File: src/hdl/sgs_pkg.sv
// Shared constants, types and decode functions for the two-channel smoother.
`default_nettype none

package sgs_pkg;

	// Sample width default and fixed filter geometry
	localparam int SAMPLE_WIDTH_DEF = 16;
	localparam int MAX_TAPS         = 9;
	localparam int HIST_DEPTH       = MAX_TAPS - 1;
	localparam int FILL_W           = 4;
	localparam int COEF_W           = 7;
	localparam int NORM_W           = 8;

	// Growth of the weighted sum over the sample width: |sum| <= 315 * 2^(W-1)
	localparam int SUM_GROW = 9;
	// Bits dropped by a quotient: every norm is at least 16
	localparam int QUO_DROP = 4;

	// Registered stages between the input beat and the result register
	localparam int PIPE_STAGES = 7;

	// Norms and rounding offsets
	localparam logic [NORM_W-1:0] NORM_5 = 8'd35;
	localparam logic [NORM_W-1:0] NORM_7 = 8'd21;
	localparam logic [NORM_W-1:0] NORM_9 = 8'd231;
	localparam logic [NORM_W-1:0] HALF_5 = (NORM_5 - 8'd1) / 8'd2;
	localparam logic [NORM_W-1:0] HALF_7 = (NORM_7 - 8'd1) / 8'd2;
	localparam logic [NORM_W-1:0] HALF_9 = (NORM_9 - 8'd1) / 8'd2;

	// Samples held before each window is complete
	localparam logic [FILL_W-1:0] FILL_5 = 4'd4;
	localparam logic [FILL_W-1:0] FILL_7 = 4'd6;
	localparam logic [FILL_W-1:0] FILL_9 = 4'd8;

	typedef enum logic [1:0] {
		WIN_5 = 2'd0,
		WIN_7 = 2'd1,
		WIN_9 = 2'd2
	} win_t;

	typedef logic signed [COEF_W-1:0] coef_t;
	typedef coef_t coef_row_t [MAX_TAPS];

	// Coefficients by sample age, age 0 being the current input; unused ages weigh zero
	localparam coef_row_t COEF_5 = '{-7'sd3, 7'sd12, 7'sd17, 7'sd12, -7'sd3,
		7'sd0, 7'sd0, 7'sd0, 7'sd0};
	localparam coef_row_t COEF_7 = '{-7'sd2, 7'sd3, 7'sd6, 7'sd7, 7'sd6, 7'sd3, -7'sd2,
		7'sd0, 7'sd0};
	localparam coef_row_t COEF_9 = '{-7'sd21, 7'sd14, 7'sd39, 7'sd54, 7'sd59, 7'sd54,
		7'sd39, 7'sd14, -7'sd21};

	// Control between the top level and a channel datapath
	typedef struct packed {
		logic                   accept;
		logic [PIPE_STAGES-1:0] en;
		win_t                   win;
		logic                   smooth_s7;
	} sgs_ctl_t;

	// Map the register value to a window; the spare code means five points
	function automatic win_t win_decode(input logic [1:0] sel);
		win_t w;
		unique case (sel)
			WIN_7:   w = WIN_7;
			WIN_9:   w = WIN_9;
			default: w = WIN_5;
		endcase
		return w;
	endfunction

	function automatic coef_row_t coef_row(input win_t w);
		coef_row_t r;
		unique case (w)
			WIN_7:   r = COEF_7;
			WIN_9:   r = COEF_9;
			default: r = COEF_5;
		endcase
		return r;
	endfunction

	function automatic logic [NORM_W-1:0] norm_of(input win_t w);
		logic [NORM_W-1:0] n;
		unique case (w)
			WIN_7:   n = NORM_7;
			WIN_9:   n = NORM_9;
			default: n = NORM_5;
		endcase
		return n;
	endfunction

	function automatic logic [NORM_W-1:0] half_of(input win_t w);
		logic [NORM_W-1:0] h;
		unique case (w)
			WIN_7:   h = HALF_7;
			WIN_9:   h = HALF_9;
			default: h = HALF_5;
		endcase
		return h;
	endfunction

	function automatic logic [FILL_W-1:0] fill_needed(input win_t w);
		logic [FILL_W-1:0] f;
		unique case (w)
			WIN_7:   f = FILL_7;
			WIN_9:   f = FILL_9;
			default: f = FILL_5;
		endcase
		return f;
	endfunction

endpackage

`default_nettype wire

File: src/hdl/sgs_channel.sv
// One channel: delay line, weighted sum, rounding divide by the norm and saturation.
`default_nettype none

module sgs_channel #(
	parameter int SAMPLE_WIDTH = sgs_pkg::SAMPLE_WIDTH_DEF
) (
	input  logic                           clk,
	input  logic                           arst_n,
	input  sgs_pkg::sgs_ctl_t              ctl,
	input  logic signed [SAMPLE_WIDTH-1:0] sample,
	output logic signed [SAMPLE_WIDTH-1:0] result,
	output logic                           clip
);
	import sgs_pkg::*;

	localparam int W    = SAMPLE_WIDTH;
	localparam int P_W  = W + COEF_W;
	localparam int S_W  = W + SUM_GROW;
	localparam int Y_W  = S_W - 1;
	localparam int K    = Y_W / 2;
	localparam int YH_W = Y_W - K;
	localparam int QH_W = YH_W - QUO_DROP;
	localparam int Z_W  = NORM_W + K;
	localparam int M1_W = YH_W + QUO_DROP;
	localparam int M2_W = Z_W + QUO_DROP;
	localparam int SH1  = YH_W + NORM_W;
	localparam int SH2  = Z_W + NORM_W;
	localparam int P1_W = YH_W + M1_W;
	localparam int P2_W = Z_W + M2_W;
	localparam int QN_W = QH_W + NORM_W;
	localparam int Q_W  = QH_W + K;

	// Reciprocals: floor(x / d) == (x * ceil(2^(N+8) / d)) >> (N+8) for any N-bit x
	localparam logic [63:0] M1_5_FULL = ((64'd1 << SH1) + 64'(NORM_5) - 64'd1) / 64'(NORM_5);
	localparam logic [63:0] M1_7_FULL = ((64'd1 << SH1) + 64'(NORM_7) - 64'd1) / 64'(NORM_7);
	localparam logic [63:0] M1_9_FULL = ((64'd1 << SH1) + 64'(NORM_9) - 64'd1) / 64'(NORM_9);
	localparam logic [63:0] M2_5_FULL = ((64'd1 << SH2) + 64'(NORM_5) - 64'd1) / 64'(NORM_5);
	localparam logic [63:0] M2_7_FULL = ((64'd1 << SH2) + 64'(NORM_7) - 64'd1) / 64'(NORM_7);
	localparam logic [63:0] M2_9_FULL = ((64'd1 << SH2) + 64'(NORM_9) - 64'd1) / 64'(NORM_9);

	// Saturation bounds on the quotient magnitude
	localparam logic [Q_W-1:0] MAG_POS = {{(Q_W-W+1){1'b0}}, {(W-1){1'b1}}};
	localparam logic [Q_W-1:0] MAG_NEG = {{(Q_W-W){1'b0}}, 1'b1, {(W-1){1'b0}}};

	logic signed [W-1:0]   hist_q [HIST_DEPTH];

	logic signed [W-1:0]   win_s1 [MAX_TAPS];
	win_t                  mode_s1;

	logic signed [P_W-1:0] prod_s2 [MAX_TAPS];
	win_t                  mode_s2;
	logic signed [W-1:0]   raw_s2;

	logic signed [S_W-1:0] sum_s3;
	win_t                  mode_s3;
	logic signed [W-1:0]   raw_s3;

	logic [Y_W-1:0]        y_s4;
	logic                  neg_s4;
	win_t                  mode_s4;
	logic signed [W-1:0]   raw_s4;

	logic [QH_W-1:0]       qh_s5;
	logic [YH_W-1:0]       yh_s5;
	logic [K-1:0]          yl_s5;
	logic                  neg_s5;
	win_t                  mode_s5;
	logic signed [W-1:0]   raw_s5;

	logic [Z_W-1:0]        z_s6;
	logic [QH_W-1:0]       qh_s6;
	logic                  neg_s6;
	win_t                  mode_s6;
	logic signed [W-1:0]   raw_s6;

	logic [K-1:0]          ql_s7;
	logic [QH_W-1:0]       qh_s7;
	logic                  neg_s7;
	logic signed [W-1:0]   raw_s7;

	coef_row_t             coef;
	logic signed [P_W-1:0] prod [MAX_TAPS];
	logic signed [S_W-1:0] ext [MAX_TAPS];
	logic signed [S_W-1:0] sum;
	logic                  neg;
	logic [S_W-1:0]        mag_base;
	logic [S_W-1:0]        y_bias;
	logic [S_W-1:0]        y_full;
	logic [M1_W-1:0]       m1;
	logic [P1_W-1:0]       p1;
	logic [QN_W-1:0]       qn;
	logic [YH_W-1:0]       rdiff;
	logic [M2_W-1:0]       m2;
	logic [P2_W-1:0]       p2;
	logic [Q_W-1:0]        mag;

	// Shift the accepted sample into the delay line
	always_ff @(posedge clk or negedge arst_n) begin
		if (!arst_n) begin
			for (int j = 0; j < HIST_DEPTH; j++) begin
				hist_q[j] <= '0;
			end
		end else if (ctl.accept) begin
			hist_q[0] <= sample;
			for (int j = 1; j < HIST_DEPTH; j++) begin
				hist_q[j] <= hist_q[j-1];
			end
		end
	end

	// Capture the window: current sample plus the delay line
	always_ff @(posedge clk) begin
		if (ctl.accept) begin
			win_s1[0] <= sample;
			for (int j = 1; j < MAX_TAPS; j++) begin
				win_s1[j] <= hist_q[j-1];
			end
			mode_s1 <= ctl.win;
		end
	end

	// Weight each sample by its coefficient
	always_comb begin
		coef = coef_row(mode_s1);
		for (int j = 0; j < MAX_TAPS; j++) begin
			prod[j] = P_W'(coef[j]) * P_W'(win_s1[j]);
		end
	end

	// Add the products in a balanced tree
	always_comb begin
		for (int j = 0; j < MAX_TAPS; j++) begin
			ext[j] = S_W'(prod_s2[j]);
		end
		sum = ((ext[0] + ext[1]) + (ext[2] + ext[3]))
			+ ((ext[4] + ext[5]) + (ext[6] + ext[7])) + ext[8];
	end

	// Fold the sign away and add half the norm for round-half-away-from-zero
	always_comb begin
		neg      = sum_s3[S_W-1];
		mag_base = neg ? ~sum_s3 : sum_s3;
		y_bias   = S_W'(half_of(mode_s3)) + S_W'(neg);
		y_full   = mag_base + y_bias;
	end

	// High part quotient by reciprocal multiply
	always_comb begin
		unique case (mode_s4)
			WIN_7:   m1 = M1_7_FULL[M1_W-1:0];
			WIN_9:   m1 = M1_9_FULL[M1_W-1:0];
			default: m1 = M1_5_FULL[M1_W-1:0];
		endcase
		p1 = P1_W'(y_s4[Y_W-1:K]) * P1_W'(m1);
	end

	// High part remainder joins the low bits
	always_comb begin
		qn    = QN_W'(qh_s5) * QN_W'(norm_of(mode_s5));
		rdiff = yh_s5 - qn[YH_W-1:0];
	end

	// Low part quotient by reciprocal multiply
	always_comb begin
		unique case (mode_s6)
			WIN_7:   m2 = M2_7_FULL[M2_W-1:0];
			WIN_9:   m2 = M2_9_FULL[M2_W-1:0];
			default: m2 = M2_5_FULL[M2_W-1:0];
		endcase
		p2 = P2_W'(z_s6) * P2_W'(m2);
	end

	// Advance the datapath stages
	always_ff @(posedge clk) begin
		if (ctl.en[1]) begin
			prod_s2 <= prod;
			mode_s2 <= mode_s1;
			raw_s2  <= win_s1[0];
		end
		if (ctl.en[2]) begin
			sum_s3  <= sum;
			mode_s3 <= mode_s2;
			raw_s3  <= raw_s2;
		end
		if (ctl.en[3]) begin
			y_s4    <= y_full[Y_W-1:0];
			neg_s4  <= neg;
			mode_s4 <= mode_s3;
			raw_s4  <= raw_s3;
		end
		if (ctl.en[4]) begin
			qh_s5   <= p1[SH1 +: QH_W];
			yh_s5   <= y_s4[Y_W-1:K];
			yl_s5   <= y_s4[K-1:0];
			neg_s5  <= neg_s4;
			mode_s5 <= mode_s4;
			raw_s5  <= raw_s4;
		end
		if (ctl.en[5]) begin
			z_s6    <= {rdiff[NORM_W-1:0], yl_s5};
			qh_s6   <= qh_s5;
			neg_s6  <= neg_s5;
			mode_s6 <= mode_s5;
			raw_s6  <= raw_s5;
		end
		if (ctl.en[6]) begin
			ql_s7  <= p2[SH2 +: K];
			qh_s7  <= qh_s6;
			neg_s7 <= neg_s6;
			raw_s7 <= raw_s6;
		end
	end

	// Restore the sign, clamp to the sample range, or pass the input through
	always_comb begin
		mag = {qh_s7, ql_s7};
		if (!ctl.smooth_s7) begin
			result = raw_s7;
			clip   = 1'b0;
		end else if (neg_s7) begin
			clip   = mag > MAG_NEG;
			result = clip ? {1'b1, {(W-1){1'b0}}}
				: ~mag[W-1:0] + {{(W-1){1'b0}}, 1'b1};
		end else begin
			clip   = mag > MAG_POS;
			result = clip ? {1'b0, {(W-1){1'b1}}} : mag[W-1:0];
		end
	end

endmodule

`default_nettype wire

File: config.mk
export PLATFORM = sky130hd
export DESIGN_NAME = sgs_channel
export DESIGN_NICKNAME = d
export VERILOG_FILES = /design/src/hdl/sgs_pkg.sv /design/src/hdl/sgs_channel.sv
export SDC_FILE = /design/constraint.sdc
export NUM_CORES = 2
export LEC_CHECK = 0
export BUFFER_PORTS_ARGS = -buffer_cell sky130_fd_sc_hd__buf_2
export CORE_ASPECT_RATIO = 0.9
export CORE_MARGIN = 5
export CORE_UTILIZATION = 60
export DETAILED_ROUTE_END_ITERATION = 10
export PLACE_DENSITY = 0.79
export SYNTH_ARGS = -nofsm -noshare
export SYNTH_HDL_FRONTEND = slang
export SYNTH_SLANG_ARGS = --single-unit
File: constraint.sdc
create_clock -name clk -period 7.7 [get_ports clk]
set_clock_uncertainty 0.15 [all_clocks]
set_input_delay 0.77 -clock clk [delete_from_list [all_inputs] [get_ports clk]]
set_output_delay 0.77 -clock clk [all_outputs]
set_load 0.005 [all_outputs]
## Yosys cells after proc, flatten, opt, wreduce, memory -nomap -nowiden

Memories as Yosys holds them, arrays and structs flattened.
Index checks and enable logic that the tools add are counted.

- Flip-flop bits (word level): 572
- RAM bits: 144
- Output and inout port bits: 17
- Word-level logic and storage cells: 95
- Memories kept: 1

- Add/sub/neg operators: 12
- Multiply operators: 12
- Magnitude comparators: 2
- Equal/unequal tests: 10
- Multiplexer cells: 14
- Bitwise logic cells: 2

Memories:

| name | words | bits a word | rd ports | clocked after memory_dff | wr ports | RTL line | RTL |
|---|---|---|---|---|---|---|---|
| win_s1 | 9 | 16 | 9 | 0 | 9 | sgs_channel.sv:47 | `logic signed [W-1:0] win_s1 [MAX_TAPS];` |

Operator list:

| operator | number |
|---|---|
| 7-bit by 16-bit multiplier with 23-bit output | 8 |
| 61-bit case mux with 2 select lines | 1 |
| 23-bit by 23-bit adder with 24-bit output | 4 |
| 16-bit two-way mux | 4 |
| 24-bit by 24-bit adder with 25-bit output | 2 |
| 24-bit case mux with 2 select lines | 1 |
| 20-bit by 24-bit multiplier with 40-bit output | 1 |
| 16-bit case mux with 2 select lines | 1 |
| 12-bit by 16-bit multiplier with 28-bit output | 1 |
| 25-bit by 23-bit adder with 25-bit output | 1 |
| 25-bit adder | 1 |
| 24-bit by 9-bit adder with 24-bit output | 1 |
| 24-bit two-way mux | 1 |
| 24-bit inverter | 1 |
| 6-bit by 16-bit multiplier with 22-bit output | 1 |
| 20-bit by 15-bit greater-than comparator with 1-bit output, second input constant | 1 |
| 20-bit by 16-bit greater-than comparator with 1-bit output, second input constant | 1 |
| 16-bit by 1-bit adder with 16-bit output, second input constant | 1 |
| 16-bit inverter | 1 |
| 8-bit case mux with 2 select lines | 1 |
| 7-bit case mux with 2 select lines | 1 |
| 2-bit by 1-bit equality test with 1-bit output, second input constant | 5 |
| 2-bit equality test, second input constant | 5 |
| 7-bit by 1-bit adder with 8-bit output | 1 |
| 3 further kinds | 6 |

## Depth between registers and ports, before layout

- Depth after elaboration: 5
- Depth in mapped cells: 32
- Mapped depth without buffers: 31

## Worst setup path after synthesis

Ideal clock, no wire load.

- Kind: register to register
- From: register mode_s6[0]
- To: register ql_s7[11], data pin
- Library setup time: 0.266 ns
- Arrival time: 7.646 ns
- Required time: 7.284 ns
- Setup slack: -0.362 ns
- Cell stages (with the launch flop): 28
- Buffers on the path: 3
- Cell sequence: edfxtp_1 -> inv_1 -> ha_1 -> clkbuf_1 -> clkbuf_1 -> clkbuf_1 -> nand2_1 -> fa_1 -> fa_1 -> fa_1 -> inv_1 -> fa_1 -> fa_1 -> fa_1 -> inv_1 -> fa_1 -> inv_1 -> ha_1 -> a21o_1 -> a211o_1 -> a2111oi_0 -> a2111oi_0 -> o21a_1 -> o21a_1 -> a211o_1 -> a21o_1 -> o41ai_1 -> xnor2_1

- Longest elaborated chain between the ends: 3
- Elaborated cells on any way between the ends: 4
- Classes of those cells: 1 x mul; 2 x eq/ne; 1 x mux

RTL lines:

| item | RTL line | RTL |
|---|---|---|
| start: declaration | sgs_channel.sv:73 | `win_t mode_s6;` |
| start signal: assignment | sgs_channel.sv:203 | `mode_s6 <= mode_s5;` |
| 2-bit equality test or 2-bit by 1-bit equality test with 1-bit output (tied branches) | sgs_channel.sv:165 | `unique case (mode_s6)` |
| 24-bit case mux with 2 select lines (*) | sgs_channel.sv:165 |  |
| 20-bit by 24-bit multiplier with 40-bit output (*) | sgs_channel.sv:170 | `p2 = P2_W'(z_s6) * P2_W'(m2);` |
| via p2[39] | sgs_channel.sv:94 | `logic [P2_W-1:0] p2;` |
| end signal: assignment | sgs_channel.sv:207 | `ql_s7 <= p2[SH2 +: K];` |
| end: declaration | sgs_channel.sv:76 | `logic [K-1:0] ql_s7;` |

Mark *: on every way through the listed nets, which the timed path passes. The rest lies on a longest branch.
A chain may end at the register's enable or synchronous reset.

## Final worst setup path

- From: register mode_s6[1]
- To: register ql_s7[10], data pin

The elaborated chain is that of the path after synthesis.

==> reports/summary.md <==
Yosys
• inv_1, fa_1, ha_1 — ranking of synthesized cells by instance count
• 6177 — count of mapped cells out of synthesis
• fa_1 — cell accounting for the most synthesized area
• 0.293 — area fraction of the dominant cell type after synthesis
• 714 — post-synthesis register bit count
• 586 — number of synthesized flops with an enable pin
• inv_1 — library cell with the highest instance count after synthesis
• 0 — yosys warns
• edfxtp_1 — Top FF cell, synth
• 11.5 sq um — per-instance average area after synthesis
• 0.0708 sq mm — Syn Std Cell Area
• fa_1, edfxtp_1, ha_1 — biggest area contributors in the synthesized netlist
• 0.179 — Post-synth ARST share
• 0.294 — sequential share of the synthesized area
• 65 — synth unique cells

CTS
• 3 — CTS max path bufs
• built — TritonCTS clock tree
• 3 — H-Tree Depth
• 714 — CTS sink count
• 78 — CTS Buf Count
• 0.69 ns — clock network latency to the later pin of the worst-skew pair
• 0.07 ns — clock input transition at the sequential cells of the worst setup and hold paths
• clkbuf_16 — root buf cell

Worst setup path
• flop — nature of the critical path startpoint
• -0.04 ns — R2R Setup Slk
• adder cells — Worst path top cell family by delay
• fa_1 — highest-delay cell along the critical path
• 7.98 ns — Req. time, crit path
• fa_1 — crit-path most repeated cell
• 4 — crit-path max FO
• flop — endpoint kind of the worst setup timing path
• 6 — count of buffering cells on the critical path with inverters included
• 28 — R2R cell count
• mode_s6[1] — origin of the critical flop-to-flop path
• ql_s7[10] — end of the worst register-to-register path
• 0.56 ns — Worst path max stage delay
• 8.02 ns — Worst EP arrival
• flop to flop — critical path start-end classification

Placement
• -0.249 ns — post-placement setup slack
• 133000 microns — HPWL reported at the end of detailed placement
• 44 — count of buffers from port buffering
• 0.910 — Final GP Congestion

Layout
• 8230 — number of nets in the finished design
• 8.44% — Area growth syn-to-layout
• 0.0804 — fraction of layout cells with a size suffix above 1
• 0.655 — final core utilization

Drt
• 0 — count of unresolved DRC violations after routing
• 5.48 — ratio of routed vias to standard cells
• 164000 microns — sum of routed wire length over all layers
• 43700 — via count
• 3174 — number of DRC markers in iteration 0
• 0 — number of routed nets with antenna violations
• 20.6 microns — average detailed-routed wire length per instance
• 5 — detailed-router iteration count before antenna repair

STA
• -0.0436 ns — final worst-path setup slack
• 1.01 — fraction of the cycle the final worst path needs
• 0 — pins over their slew limit
• 0 — number of hold violations in the final report
• 7.74 ns — Final min period
• 129 MHz — upper clock frequency limit
• true — setup repair after global routing missed its margin
• 1.12 ns — transition time at the pin with the least slew margin
• 0.252 — worst relative slew slack
• 1 — Setup Viol. Count Final

Die
• 46 — number of placed I/O pins
• 119 — number of rows created at floorplan
• 0.125 sq mm — area enclosed by the die boundary
• 372 microns — die width
• 336 microns — die extent in y
• 0.117 sq mm — Floorplan Core Area
• 0.604 — effective utilization at floorplan

Global routing
• 46700 — vias in the first global route
• 154 — pin count of the biggest net entering global routing
• 0.274 — Total GRT Usage
• 262000 microns — wire length of the first global-routing pass
• 10 — initial antenna violation count
• 0 — overall overflow remaining after global route

Min path
• input port to async pin — worst min path class

Status
• setup timing — violated checks
• finished with violations — outcome

Job
• 0 — Maximum Capacitance Violations

-- worst max-delay path by stage --
stage	startpoint	to	slack, ns	cells past startpoint
after detailed placement	mode_s6[0]	ql_s7[11]	-0.25	28
after global placement	mode_s6[1]	ql_s7[11]	-0.12	27
after CTS	mode_s6[0]	ql_s7[11]	0.009	28
final	mode_s6[1]	ql_s7[10]	-0.04	28
after floorplan	mode_s6[0]	ql_s7[11]	0.002	30
after global routing	mode_s6[1]	ql_s7[10]	-0.21	30
-- routing by layer --
metal	share of wire	GRT usage	up-vias
met2	0.47	0.441	1338
li1	-	-	20000
met3	0.065	0.0442	273
met5	0.00020	0	-
met4	0.034	0.0835	6
met1	0.43	0.388	22100
-- cell type report --
class                           instances  area [sq um]
Inverter                             1364          5120
Clock buffer                          100          2160
Multi-Input combinational cell       3995         44800
Tap cell                             1573          1970
Fill cell                            8711         40400
Timing Repair Buffer                  185          1380
Sequential cell                       714         20800
Clock inverter                         45           574
Antenna cell                            1          2.50
-- cells in the final DEF, fill, tap and decap left out, drive strengths merged, types with 11 or more instances in the layout --
cell type  netlist  routed
inv           1364    1368
fa            1036    1036
ha             827     827
edfxtp         586     586
nand2          302     302
nor2           243     243
xnor2          226     226
buf             13     185
and2           184     184
nor2b          169     169
a21oi          144     144
mux2           129     129
dfrtp          128     128
clkbuf          96     100
o21ai           95      95
xor2            84      84
nand2b          79      79
nor3            61      61
a21o            52      52
nand3           46      46
a211oi          36      36
o21bai          33      33
o21a            31      31
clkinv           0      25
and3            22      22
or3             18      18
nor3b           15      15
or2             15      15
a31oi           13      13
a21boi          13      13
o211ai          11      11
-- worst reg2reg max path, delay by kind of cell, from the launching register on --
kind	cells	cell delay, ns
AOI/OAI and AO/OA	9	2.10
xor gates and xnor gates	2	0.33
adders and majority gates	9	3.68
buffers and inverters	6	0.44
DFF	1	0.49
and+or+nand+nor	2	0.31
-- registers in the layout (all words and copies together) (netlist names), 8 cells and up --
| name | count |
|---|---|
| ext | 205 |
| hist_q | 128 |
| qh_s5 | 8 |
| qh_s6 | 8 |
| qh_s7 | 8 |
| ql_s7 | 12 |
| raw_s2 | 16 |
| raw_s3 | 16 |
| raw_s4 | 16 |
| raw_s5 | 16 |
| raw_s6 | 16 |
| raw_s7 | 16 |
| sum_s3 | 25 |
| win_s1 | 144 |
| y_s4 | 24 |
| yh_s5 | 8 |
| yl_s5 | 12 |
| z_s6 | 20 |
-- what timing repair did --
action                                  CTS  global route
setup buffers                             5             6
resized for setup                        26            50
pin swaps                                14            26
endpoints found under the setup margin    5             6
hold endpoints to repair                  0             0
hold buffers                              0             0
-- metrics by stage --
stage / hold slack [ns] / instance area (sq um) / setup TNS (ns) / instances
finish: 0.00332 / 76800 / -0.0436 / 7977
global route: 0.0529 / 76800 / -0.790 / 7976
CTS: 0.0101 / 76600 / 0 / 7971
detailed placement: 0.255 / 73700 / -0.942 / 7821
global placement: 0.250 / 73700 / -0.279 / 7821
floorplan: 0.250 / 70900 / 0 / 6183
-- logic make-up after synthesis --
| logic type | after synthesis | share of synthesized area |
|---|---|---|
| and+or+nand+nor | 1179 | 0.0835 |
| DFF | 714 | 0.294 |
| xor gates and xnor gates | 310 | 0.0383 |
| AOI/OAI and AO/OA | 502 | 0.0457 |
| buffers and inverters | 1474 | 0.0784 |
| muxes | 132 | 0.0210 |
| other | 2 | 0.000106 |
| adders and majority gates | 1864 | 0.439 |
Power is not shown: default switching activity piles up to over one toggle a cycle in this logic, so the estimate is an artifact.
